==> src/sv/ptst_pkg.sv <==
// ----------------------------------------------------------------------------
// ptst_pkg
// Shared types and constants of the priority timer slot table.
// ----------------------------------------------------------------------------
package ptst_pkg;

    localparam int NUM_TIMERS = 8;
    localparam int SLOT_W     = (NUM_TIMERS > 1) ? $clog2(NUM_TIMERS) : 1;

    typedef enum logic [2:0] {
        ACT_REGISTER   = 3'd0,
        ACT_UNREGISTER = 3'd1,
        ACT_SET_VALUE  = 3'd2,
        ACT_GET_VALUE  = 3'd3,
        ACT_POSITION   = 3'd4,
        ACT_TRIGGER    = 3'd5
    } t_action;

    typedef struct packed {
        logic              valid;
        logic [SLOT_W-1:0] id;
        logic [7:0]        prio;
    } t_entry;

    typedef struct packed {
        logic              ins;
        logic              del;
        logic [SLOT_W-1:0] id;
        logic [7:0]        prio;
    } t_queue_cmd;

    typedef struct packed {
        logic              alloc;
        logic              free_slot;
        logic              set_alarm;
        logic [SLOT_W-1:0] id;
        logic [63:0]       ticks;
        logic [15:0]       handle;
    } t_slot_cmd;

endpackage

==> src/sv/ptst_cell.sv <==
// ----------------------------------------------------------------------------
// ptst_cell
// One position of the ordered queue: holds an entry, takes a new entry or
// its left neighbor's on insert, and its right neighbor's on removal.
// ----------------------------------------------------------------------------
module ptst_cell (
    input  logic                 i_clk,
    input  logic                 i_rst_n,
    input  ptst_pkg::t_queue_cmd i_cmd,
    input  ptst_pkg::t_entry     i_prev_q,
    input  logic                 i_prev_take,
    input  logic                 i_prev_del,
    input  ptst_pkg::t_entry     i_next_q,
    output ptst_pkg::t_entry     o_q,
    output logic                 o_take,
    output logic                 o_del
);

    ptst_pkg::t_entry r_q;
    ptst_pkg::t_entry n_q;
    ptst_pkg::t_entry new_entry;

    assign o_take = !r_q.valid || (i_cmd.prio < r_q.prio);
    assign o_del  = i_prev_del || (r_q.valid && (r_q.id == i_cmd.id));

    always_comb begin
        new_entry.valid = 1'b1;
        new_entry.id    = i_cmd.id;
        new_entry.prio  = i_cmd.prio;
        n_q = r_q;
        if (i_cmd.ins && o_take) begin
            n_q = i_prev_take ? i_prev_q : new_entry;
        end else if (i_cmd.del && o_del) begin
            n_q = i_next_q;
        end
    end

    always_ff @(posedge i_clk) begin
        if (!i_rst_n) begin
            r_q <= '0;
        end else begin
            r_q <= n_q;
        end
    end

    assign o_q = r_q;

endmodule

==> src/sv/ptst_slot_table.sv <==
// ----------------------------------------------------------------------------
// ptst_slot_table
// Per-slot used bit, alarm tick value and callback handle.
// ----------------------------------------------------------------------------
module ptst_slot_table (
    input  logic                              i_clk,
    input  logic                              i_rst_n,
    input  ptst_pkg::t_slot_cmd               i_cmd,
    input  logic [ptst_pkg::SLOT_W-1:0]       i_rd_id,
    output logic [ptst_pkg::NUM_TIMERS-1:0]   o_used,
    output logic [63:0]                       o_rd_alarm,
    output logic [15:0]                       o_rd_handler
);

    logic [ptst_pkg::NUM_TIMERS-1:0] r_used;
    logic [63:0]                     r_alarm   [ptst_pkg::NUM_TIMERS];
    logic [15:0]                     r_handler [ptst_pkg::NUM_TIMERS];

    always_ff @(posedge i_clk) begin
        if (!i_rst_n) begin
            r_used <= '0;
        end else if (i_cmd.alloc) begin
            r_used[i_cmd.id] <= 1'b1;
        end else if (i_cmd.free_slot) begin
            r_used[i_cmd.id] <= 1'b0;
        end
    end

    always_ff @(posedge i_clk) begin
        if (i_cmd.alloc) begin
            r_alarm[i_cmd.id]   <= '0;
            r_handler[i_cmd.id] <= i_cmd.handle;
        end else if (i_cmd.free_slot) begin
            r_alarm[i_cmd.id]   <= '0;
            r_handler[i_cmd.id] <= '0;
        end else if (i_cmd.set_alarm) begin
            r_alarm[i_cmd.id]   <= i_cmd.ticks;
        end
    end

    assign o_used       = r_used;
    assign o_rd_alarm   = r_alarm[i_rd_id];
    assign o_rd_handler = r_handler[i_rd_id];

endmodule

==> src/sv/priority_timer_slot_table_top.sv <==
// ----------------------------------------------------------------------------
// priority_timer_slot_table_top
// Timer slot table with a priority-ordered queue built from a row of cells.
//
// Usage:
//   Drive the input fields and raise start while busy is low; that edge is
//   the transfer of one command. busy is then high for one cycle while the
//   command executes against the slot table and the queue.
//   The result appears on the o_ outputs for exactly one cycle, marked by
//   o_done, registered at the end of the execute cycle, and is taken at
//   the next edge. busy is low again in the o_done cycle, so a new command
//   may be taken there.
//   A new command is not taken while one executes; all queue cells shift
//   at once in the execute state.
//   Register inserts behind all entries of equal or lower priority number;
//   unregister closes the gap in the queue in the same cycle.
//   Reset (synchronous, active low) frees every slot and empties the queue;
//   no command is pending afterwards.
//   The receiver cannot stall: o_done and its payload are valid for one
//   cycle only and must be taken then.
// ----------------------------------------------------------------------------
module priority_timer_slot_table_top (
    input  logic        i_clk,
    input  logic        i_rst_n,
    input  logic        start,
    output logic        busy,
    input  logic [2:0]  i_action,
    input  logic [7:0]  i_prio_level,
    input  logic [7:0]  i_slot_index,
    input  logic [7:0]  i_queue_position,
    input  logic [63:0] i_alarm_ticks,
    input  logic [15:0] i_handler_handle,
    output logic        o_done,
    output logic        o_failed,
    output logic [7:0]  o_slot_out,
    output logic [63:0] o_ticks_out,
    output logic        o_fire,
    output logic [15:0] o_fire_handle
);

    localparam int N  = ptst_pkg::NUM_TIMERS;
    localparam int SW = ptst_pkg::SLOT_W;

    typedef enum logic [1:0] {
        ST_IDLE = 2'b01,
        ST_EXEC = 2'b10
    } t_state;

    t_state            r_state;
    t_state            n_state;
    ptst_pkg::t_action r_action;
    logic [7:0]        r_prio;
    logic [7:0]        r_slot;
    logic [7:0]        r_pos;
    logic [63:0]       r_ticks;
    logic [15:0]       r_handle;

    logic        r_done;
    logic        r_failed;
    logic [7:0]  r_slot_out;
    logic [63:0] r_ticks_out;
    logic        r_fire;
    logic [15:0] r_fire_handle;

    logic        n_failed;
    logic [7:0]  n_slot_out;
    logic [63:0] n_ticks_out;
    logic        n_fire;
    logic [15:0] n_fire_handle;

    ptst_pkg::t_queue_cmd q_cmd;
    ptst_pkg::t_slot_cmd  s_cmd;
    ptst_pkg::t_entry     cell_q [N];
    logic [N-1:0]         cell_take;
    logic [N-1:0]         cell_del;
    logic [N-1:0]         q_valid;

    logic [N-1:0]  used;
    logic [63:0]   rd_alarm;
    logic [15:0]   rd_handler;
    logic [SW-1:0] slot_id;
    logic [SW-1:0] free_id;
    logic          have_free;
    logic          id_ok;
    logic          pos_ok;
    logic          queue_full;
    logic          accept;
    logic          exec;
    ptst_pkg::t_entry pos_entry;

    assign accept  = start && !busy;
    assign exec    = (r_state == ST_EXEC);
    assign busy    = exec;
    assign slot_id = r_slot[SW-1:0];

    always_comb begin
        n_state = r_state;
        unique case (r_state)
            ST_IDLE: if (start) n_state = ST_EXEC;
            ST_EXEC: n_state = ST_IDLE;
            default: n_state = ST_IDLE;
        endcase
    end

    always_ff @(posedge i_clk) begin
        if (!i_rst_n) begin
            r_state <= ST_IDLE;
            r_done  <= 1'b0;
        end else begin
            r_state <= n_state;
            r_done  <= exec;
        end
    end

    always_ff @(posedge i_clk) begin
        if (accept) begin
            r_action <= ptst_pkg::t_action'(i_action);
            r_prio   <= i_prio_level;
            r_slot   <= i_slot_index;
            r_pos    <= i_queue_position;
            r_ticks  <= i_alarm_ticks;
            r_handle <= i_handler_handle;
        end
        if (exec) begin
            r_failed      <= n_failed;
            r_slot_out    <= n_slot_out;
            r_ticks_out   <= n_ticks_out;
            r_fire        <= n_fire;
            r_fire_handle <= n_fire_handle;
        end
    end

    ptst_slot_table u_slots (
        .i_clk        (i_clk),
        .i_rst_n      (i_rst_n),
        .i_cmd        (s_cmd),
        .i_rd_id      (slot_id),
        .o_used       (used),
        .o_rd_alarm   (rd_alarm),
        .o_rd_handler (rd_handler)
    );

    for (genvar g = 0; g < N; g++) begin : g_cell
        ptst_pkg::t_entry prev_q;
        ptst_pkg::t_entry next_q;
        logic             prev_take;
        logic             prev_del;
        if (g == 0) begin : g_head
            assign prev_q    = '0;
            assign prev_take = 1'b0;
            assign prev_del  = 1'b0;
        end else begin : g_body
            assign prev_q    = cell_q[g-1];
            assign prev_take = cell_take[g-1];
            assign prev_del  = cell_del[g-1];
        end
        if (g == N - 1) begin : g_tail
            assign next_q = '0;
        end else begin : g_link
            assign next_q = cell_q[g+1];
        end
        ptst_cell u_cell (
            .i_clk       (i_clk),
            .i_rst_n     (i_rst_n),
            .i_cmd       (q_cmd),
            .i_prev_q    (prev_q),
            .i_prev_take (prev_take),
            .i_prev_del  (prev_del),
            .i_next_q    (next_q),
            .o_q         (cell_q[g]),
            .o_take      (cell_take[g]),
            .o_del       (cell_del[g])
        );
        assign q_valid[g] = cell_q[g].valid;
    end

    always_comb begin
        free_id   = '0;
        have_free = 1'b0;
        for (int i = N - 1; i >= 0; i--) begin
            if (!used[i]) begin
                free_id   = SW'(i);
                have_free = 1'b1;
            end
        end
    end

    assign queue_full = q_valid[N-1];
    assign id_ok      = (r_slot < 8'(N)) && used[slot_id];
    assign pos_entry  = cell_q[r_pos[SW-1:0]];
    assign pos_ok     = (r_pos < 8'(N)) && pos_entry.valid && used[pos_entry.id];

    always_comb begin
        n_failed      = 1'b1;
        n_slot_out    = '0;
        n_ticks_out   = '0;
        n_fire        = 1'b0;
        n_fire_handle = '0;
        q_cmd         = '0;
        s_cmd         = '0;
        q_cmd.id      = slot_id;
        q_cmd.prio    = r_prio;
        s_cmd.id      = slot_id;
        s_cmd.ticks   = r_ticks;
        s_cmd.handle  = r_handle;
        if (exec) begin
            unique case (r_action)
                ptst_pkg::ACT_REGISTER: begin
                    if (!queue_full && have_free) begin
                        q_cmd.ins   = 1'b1;
                        q_cmd.id    = free_id;
                        s_cmd.alloc = 1'b1;
                        s_cmd.id    = free_id;
                        n_failed    = 1'b0;
                        n_slot_out  = 8'(free_id);
                    end
                end
                ptst_pkg::ACT_UNREGISTER: begin
                    if (id_ok) begin
                        q_cmd.del       = 1'b1;
                        s_cmd.free_slot = 1'b1;
                        n_failed        = 1'b0;
                    end
                end
                ptst_pkg::ACT_SET_VALUE: begin
                    if (id_ok) begin
                        s_cmd.set_alarm = 1'b1;
                        n_failed        = 1'b0;
                    end
                end
                ptst_pkg::ACT_GET_VALUE: begin
                    if (id_ok) begin
                        n_ticks_out = rd_alarm;
                        n_failed    = 1'b0;
                    end
                end
                ptst_pkg::ACT_POSITION: begin
                    if (pos_ok) begin
                        n_slot_out = 8'(pos_entry.id);
                        n_failed   = 1'b0;
                    end
                end
                ptst_pkg::ACT_TRIGGER: begin
                    if (id_ok) begin
                        n_failed = 1'b0;
                        if (rd_handler != '0) begin
                            n_fire        = 1'b1;
                            n_fire_handle = rd_handler;
                        end
                    end
                end
                default: begin
                end
            endcase
        end
    end

    assign o_done        = r_done;
    assign o_failed      = r_failed;
    assign o_slot_out    = r_slot_out;
    assign o_ticks_out   = r_ticks_out;
    assign o_fire        = r_fire;
    assign o_fire_handle = r_fire_handle;

    a_done_after_exec: assert property (@(posedge i_clk) disable iff (!i_rst_n)
        o_done |-> $past(r_state == ST_EXEC))
        else $error("result strobe without an executed command");

    a_fail_clears_payload: assert property (@(posedge i_clk) disable iff (!i_rst_n)
        (o_done && o_failed) |-> (o_slot_out == '0 && o_ticks_out == '0 && !o_fire))
        else $error("failed result carries payload");

    a_fire_has_handle: assert property (@(posedge i_clk) disable iff (!i_rst_n)
        (o_done && o_fire) |-> (o_fire_handle != '0))
        else $error("fire with zero handle");

    a_queue_packed: assert property (@(posedge i_clk) disable iff (!i_rst_n)
        ((q_valid + N'(1)) & q_valid) == '0)
        else $error("queue entries not contiguous");

    a_queue_matches_used: assert property (@(posedge i_clk) disable iff (!i_rst_n)
        $countones(q_valid) == $countones(used))
        else $error("queue length differs from used slot count");

endmodule

==> config.mk <==
export PLATFORM = sky130hd
export DESIGN_NAME = priority_timer_slot_table_top
export DESIGN_NICKNAME = d
export VERILOG_FILES = /design/src/sv/ptst_pkg.sv /design/src/sv/ptst_cell.sv /design/src/sv/ptst_slot_table.sv /design/src/sv/priority_timer_slot_table_top.sv
export SDC_FILE = /design/constraint.sdc
export NUM_CORES = 1
export LEC_CHECK = 0
export ABC_AREA = 1
export BUFFER_PORTS_ARGS = -buffer_cell sky130_fd_sc_hd__clkbuf_2
export CORE_MARGIN = 3
export CORE_UTILIZATION = 35
export CTS_BUF_LIST = sky130_fd_sc_hd__clkbuf_8 sky130_fd_sc_hd__clkbuf_16
export CTS_CLUSTER_DIAMETER = 100
export DETAILED_ROUTE_END_ITERATION = 10
export GPL_TIMING_DRIVEN = 0
export SLEW_MARGIN = 0
export SYNTH_ARGS = -nofsm -noshare
export SYNTH_HDL_FRONTEND = slang
export SYNTH_SLANG_ARGS = --single-unit
==> constraint.sdc <==
create_clock -name i_clk -period 7.4 [get_ports i_clk]
set_input_delay 1.11 -clock i_clk [delete_from_list [all_inputs] [get_ports i_clk]]
set_output_delay 1.11 -clock i_clk [all_outputs]
set_load 0.02 [all_outputs]
==> results_dict.tcl <==
set metrics [dict create \
    status "finished, final reports clean" \
    reg_power_frac 0.509 \
    ctsHoldBuffers 0 \
    post_synth_num_cell_types 47 \
    cts_setup_buffers 0 \
    areaGrowthSynthToFinish_pct 17.9 \
    antenna_found_initial 6 \
    synth-seq-area-share 0.699 \
    floorplan.rows 121 \
    share_of_the_clock_period_used_by_the_worst_path_after_layout 0.610 \
    ys.warnings.count 0 \
    slew_headroom 0.118 \
    final_layout_size_suffix_gt1_frac 0.123 \
    globalRouteOverflowTotal 0 \
    finish.utilization 0.419 \
    grt_setup_unrepaired "false" \
    synthesis.area_um2 38900 \
    power-per-cell-area_nw_per_um2 250 \
    io_pins 202 \
    floorplan.core_area_um2 109000 \
    cts_sinks 942 \
    timing.clock.skew_ns 0.0423 \
    power_report.internal_total_uw 8820 \
    total_power_uw 11400 \
    postRouteAntennaNets 0 \
    grt_max_degree 33 \
    hold_class "register to register" \
    effective_utilization_at_floorplan 0.355 \
    ys_seq_elements 942 \
    clk-insertion-delay-late_ns 0.70 \
    gr-usage-all-layers 0.187 \
    grt_pass1_wl_um 165000 \
    num-fill-cells 10300 \
    stdcell_count 5291 \
    port-buffer-count 196 \
    die_footprint_um2 115000 \
    clk_pin_slew_worst_paths_ns 0.07 \
    worst_slew_pin_slew_ns 1.32 \
    power.net_switching_uw 2620 \
    cap_viol_max_count 0 \
    clock_tree_from_tritoncts "built" \
    total_wire_length_um 110000 \
    detailedRoute.firstIterationViolations 2874 \
    timing.final.ws_setup_ns 2.89 \
    switching_share 0.229 \
    tritoncts.num_buffers 99 \
    synth_xor_xnor_area_share 0.00270 \
    synthSimpleGateAreaFrac 0.100 \
    report.final.slew_viol_count 0 \
    crit_chain "nor3_1 > nor3b_1 > nand3_1 > nor2_2 > buf_2 > nor3_2 > nor2_4 > buf_12 > buf_12" \
    min_period_ns 4.51 \
    final.hold.worst_slack_ns 0.469 \
    power.share.clock 0.440 \
    postSynthAreaPerCell_um2 11.5 \
    finalSetupViolCount 0 \
    place_inst 5105 \
    synth_cells 3394 \
    critical_path_buf_inv_count 3 \
    main_combinational_cell_family_by_area_after_synthesis "compound AO/OA/AOI/OAI gates" \
    grt_pass1_vias 26600 \
    crit_path_start_kind "register" \
    routedWlPerCell_um 20.8 \
    layout.cells.most_common_list "sky130_fd_sc_hd__edfxtp_1 (832), sky130_fd_sc_hd__nor2_1 (485), sky130_fd_sc_hd__o21ai_0 (466)" \
    fin_nets 3889 \
    die_height_um 339 \
    cp_slowest_stage_delay_ns 0.83 \
    mostFrequentLayoutCell "sky130_fd_sc_hd__edfxtp_1" \
    crit_path_max_fanout 24 \
    worst-endpoint-required_ns 7.77 \
    power.leakage_uw 0.0169 \
    dp_hpwl_um 74400 \
    htree_num_levels 3 \
    comb_power_share 0.052 \
    finalWeightedCongestion 0.849 \
    die_w_um 339 \
    max_clock_freq_mhz 221 \
    muxShareOfSynthArea 0 \
    final-hold-violation-count 0 \
    worst_path_most_repeated_cell "sky130_fd_sc_hd__buf_12" \
    ir_drop_mv 0.182 \
    timing.critical_path.arrival_ns 4.89 \
    critical_path.slowest_cell "sky130_fd_sc_hd__nor2_4" \
    first_pass_iters 6 \
    buffer_levels_on_the_longest_clock_path 3 \
    detailed_route_drc_error_count 0 \
    clock-root-buffer "sky130_fd_sc_hd__clkbuf_16" \
    avgViaCountPerCell 5.17 \
    timing.critical_path.max_delay_family "simple AND/OR/NAND/NOR gates" \
    timing_worst_setup_path_type "register to register" \
    synth-compound-area-share 0.137 \
    critical_path.endpoint_type "register" \
    synth-adder-area-share 0.0158 \
    cts_repair_resize_count 0 \
    dp_slack_ns 2.93 \
    dr_total_vias 27300 \
]
## metrics by stage
| stage | cell area [µm²] | TNS (ns) |
|---|---|---|
| after floorplan | 38900 | 0 |
| after global placement | 41700 | -1978.65 |
| after detailed placement | 42500 | 0 |
| after CTS | 45800 | 0 |
| after global routing | 45800 | 0 |
| final | 45800 | 0 |
## kinds of logic (layout without fill, tap and decap cells)
group,Yosys count,in the layout
AOI/OAI and AO/OA,990,990
and+or+nand+nor,964,964
DFF,942,942
xor gates and xnor gates,12,12
buffers and inverters,436,851
other,1,7
adders and majority gates,49,49
## worst paths after layout
path	startpoint	end	cells after the start	slack, ns
worst max-delay path	r_slot[4]	u_slots.r_alarm[3][61]	9	2.89
worst max register to register	r_slot[4]	u_slots.r_alarm[3][61]	9	2.89
worst min-delay path	r_state[0]	r_state[0]	1	0.47
worst min register to register	r_state[0]	r_state[0]	1	0.47
## final cells by class
| cell class | instances | area, µm² | share of cell area |
|---|---|---|---|
| diodes | 2 | 5.00 | 0.000109 |
| plain buffers | 199 | 827 | 0.0180 |
| clock buffers | 100 | 2500 | 0.0546 |
| clock inverters | 84 | 803 | 0.0175 |
| inverters | 237 | 895 | 0.0195 |
| multi-input cells | 2020 | 10100 | 0.220 |
| flip-flops and latches | 942 | 27200 | 0.593 |
| well taps | 1476 | 1850 | 0.0403 |
| repair buffers | 231 | 1690 | 0.0368 |
## routing by layer
layer  track usage  up-vias  share of wire
met4        0.0567        0          0.025
met5             0        -              0
met3        0.0315      190          0.072
met2         0.301     1045           0.46
met1         0.261    13300           0.44
li1              -    12800              -
## flip-flops by register name, summed over array words and instances, names as in the netlist, 16 cells and up, named ones only
| register | cells |
|---|---|
| r_ticks | 64 |
| r_handle | 16 |
| u_slots.r_alarm | 512 |
| o_fire_handle | 16 |
| g_cell.u_cell.o_q | 96 |
| o_ticks_out | 64 |
| u_slots.r_handler | 128 |
## cells in the mapped netlist, drive strengths merged
cell,number,share of area
buf,37,0.0056
a31oi,8,0.0013
a21oi,273,0.036
o211ai,16,0.0031
o31ai,1,0.00019
a211oi,2,0.00039
nand2,380,0.038
nand4,32,0.0055
and2,1,0.00016
ha,49,0.016
a21boi,2,0.00039
nand3,29,0.0044
a22oi,20,0.0039
conb,1,0.000096
nor3,8,0.0012
a21o,1,0.00019
o22ai,157,0.025
edfxtp,832,0.64
clkinv,3,0.00029
a41oi,1,0.00023
or2,1,0.00016
a22o,1,0.00023
nor2,511,0.050
a221oi,9,0.0020
o221ai,4,0.00090
xor2,12,0.0027
nor3b,1,0.00019
clkbuf,162,0.016
dfxtp,110,0.057
inv,234,0.023
nor4,1,0.00016
o21ai,495,0.064
## worst reg2reg max path: stages, from the launching register on
cell	delay, ns
sky130_fd_sc_hd__edfxtp_1	0.36
sky130_fd_sc_hd__nor3_1	0.17
sky130_fd_sc_hd__nor3b_1	0.60
sky130_fd_sc_hd__nand3_1	0.32
sky130_fd_sc_hd__nor2_2	0.58
sky130_fd_sc_hd__buf_2	0.50
sky130_fd_sc_hd__nor3_2	0.28
sky130_fd_sc_hd__nor2_4	0.84
sky130_fd_sc_hd__buf_12	0.30
sky130_fd_sc_hd__buf_12	0.23
## power groups by stage
stage          Combinational (µW)  Clock [µW]  Sequential (µW)
5_1_grt                       659        5330             5820
3_3_place_gp                  574           0             5940
2_1_floorplan                 348           0             5920
6_report                      592        5030             5820
4_1_cts                       592        5110             5820
3_5_place_dp                  589           0             5930
Power figures use the tool's default switching activity.
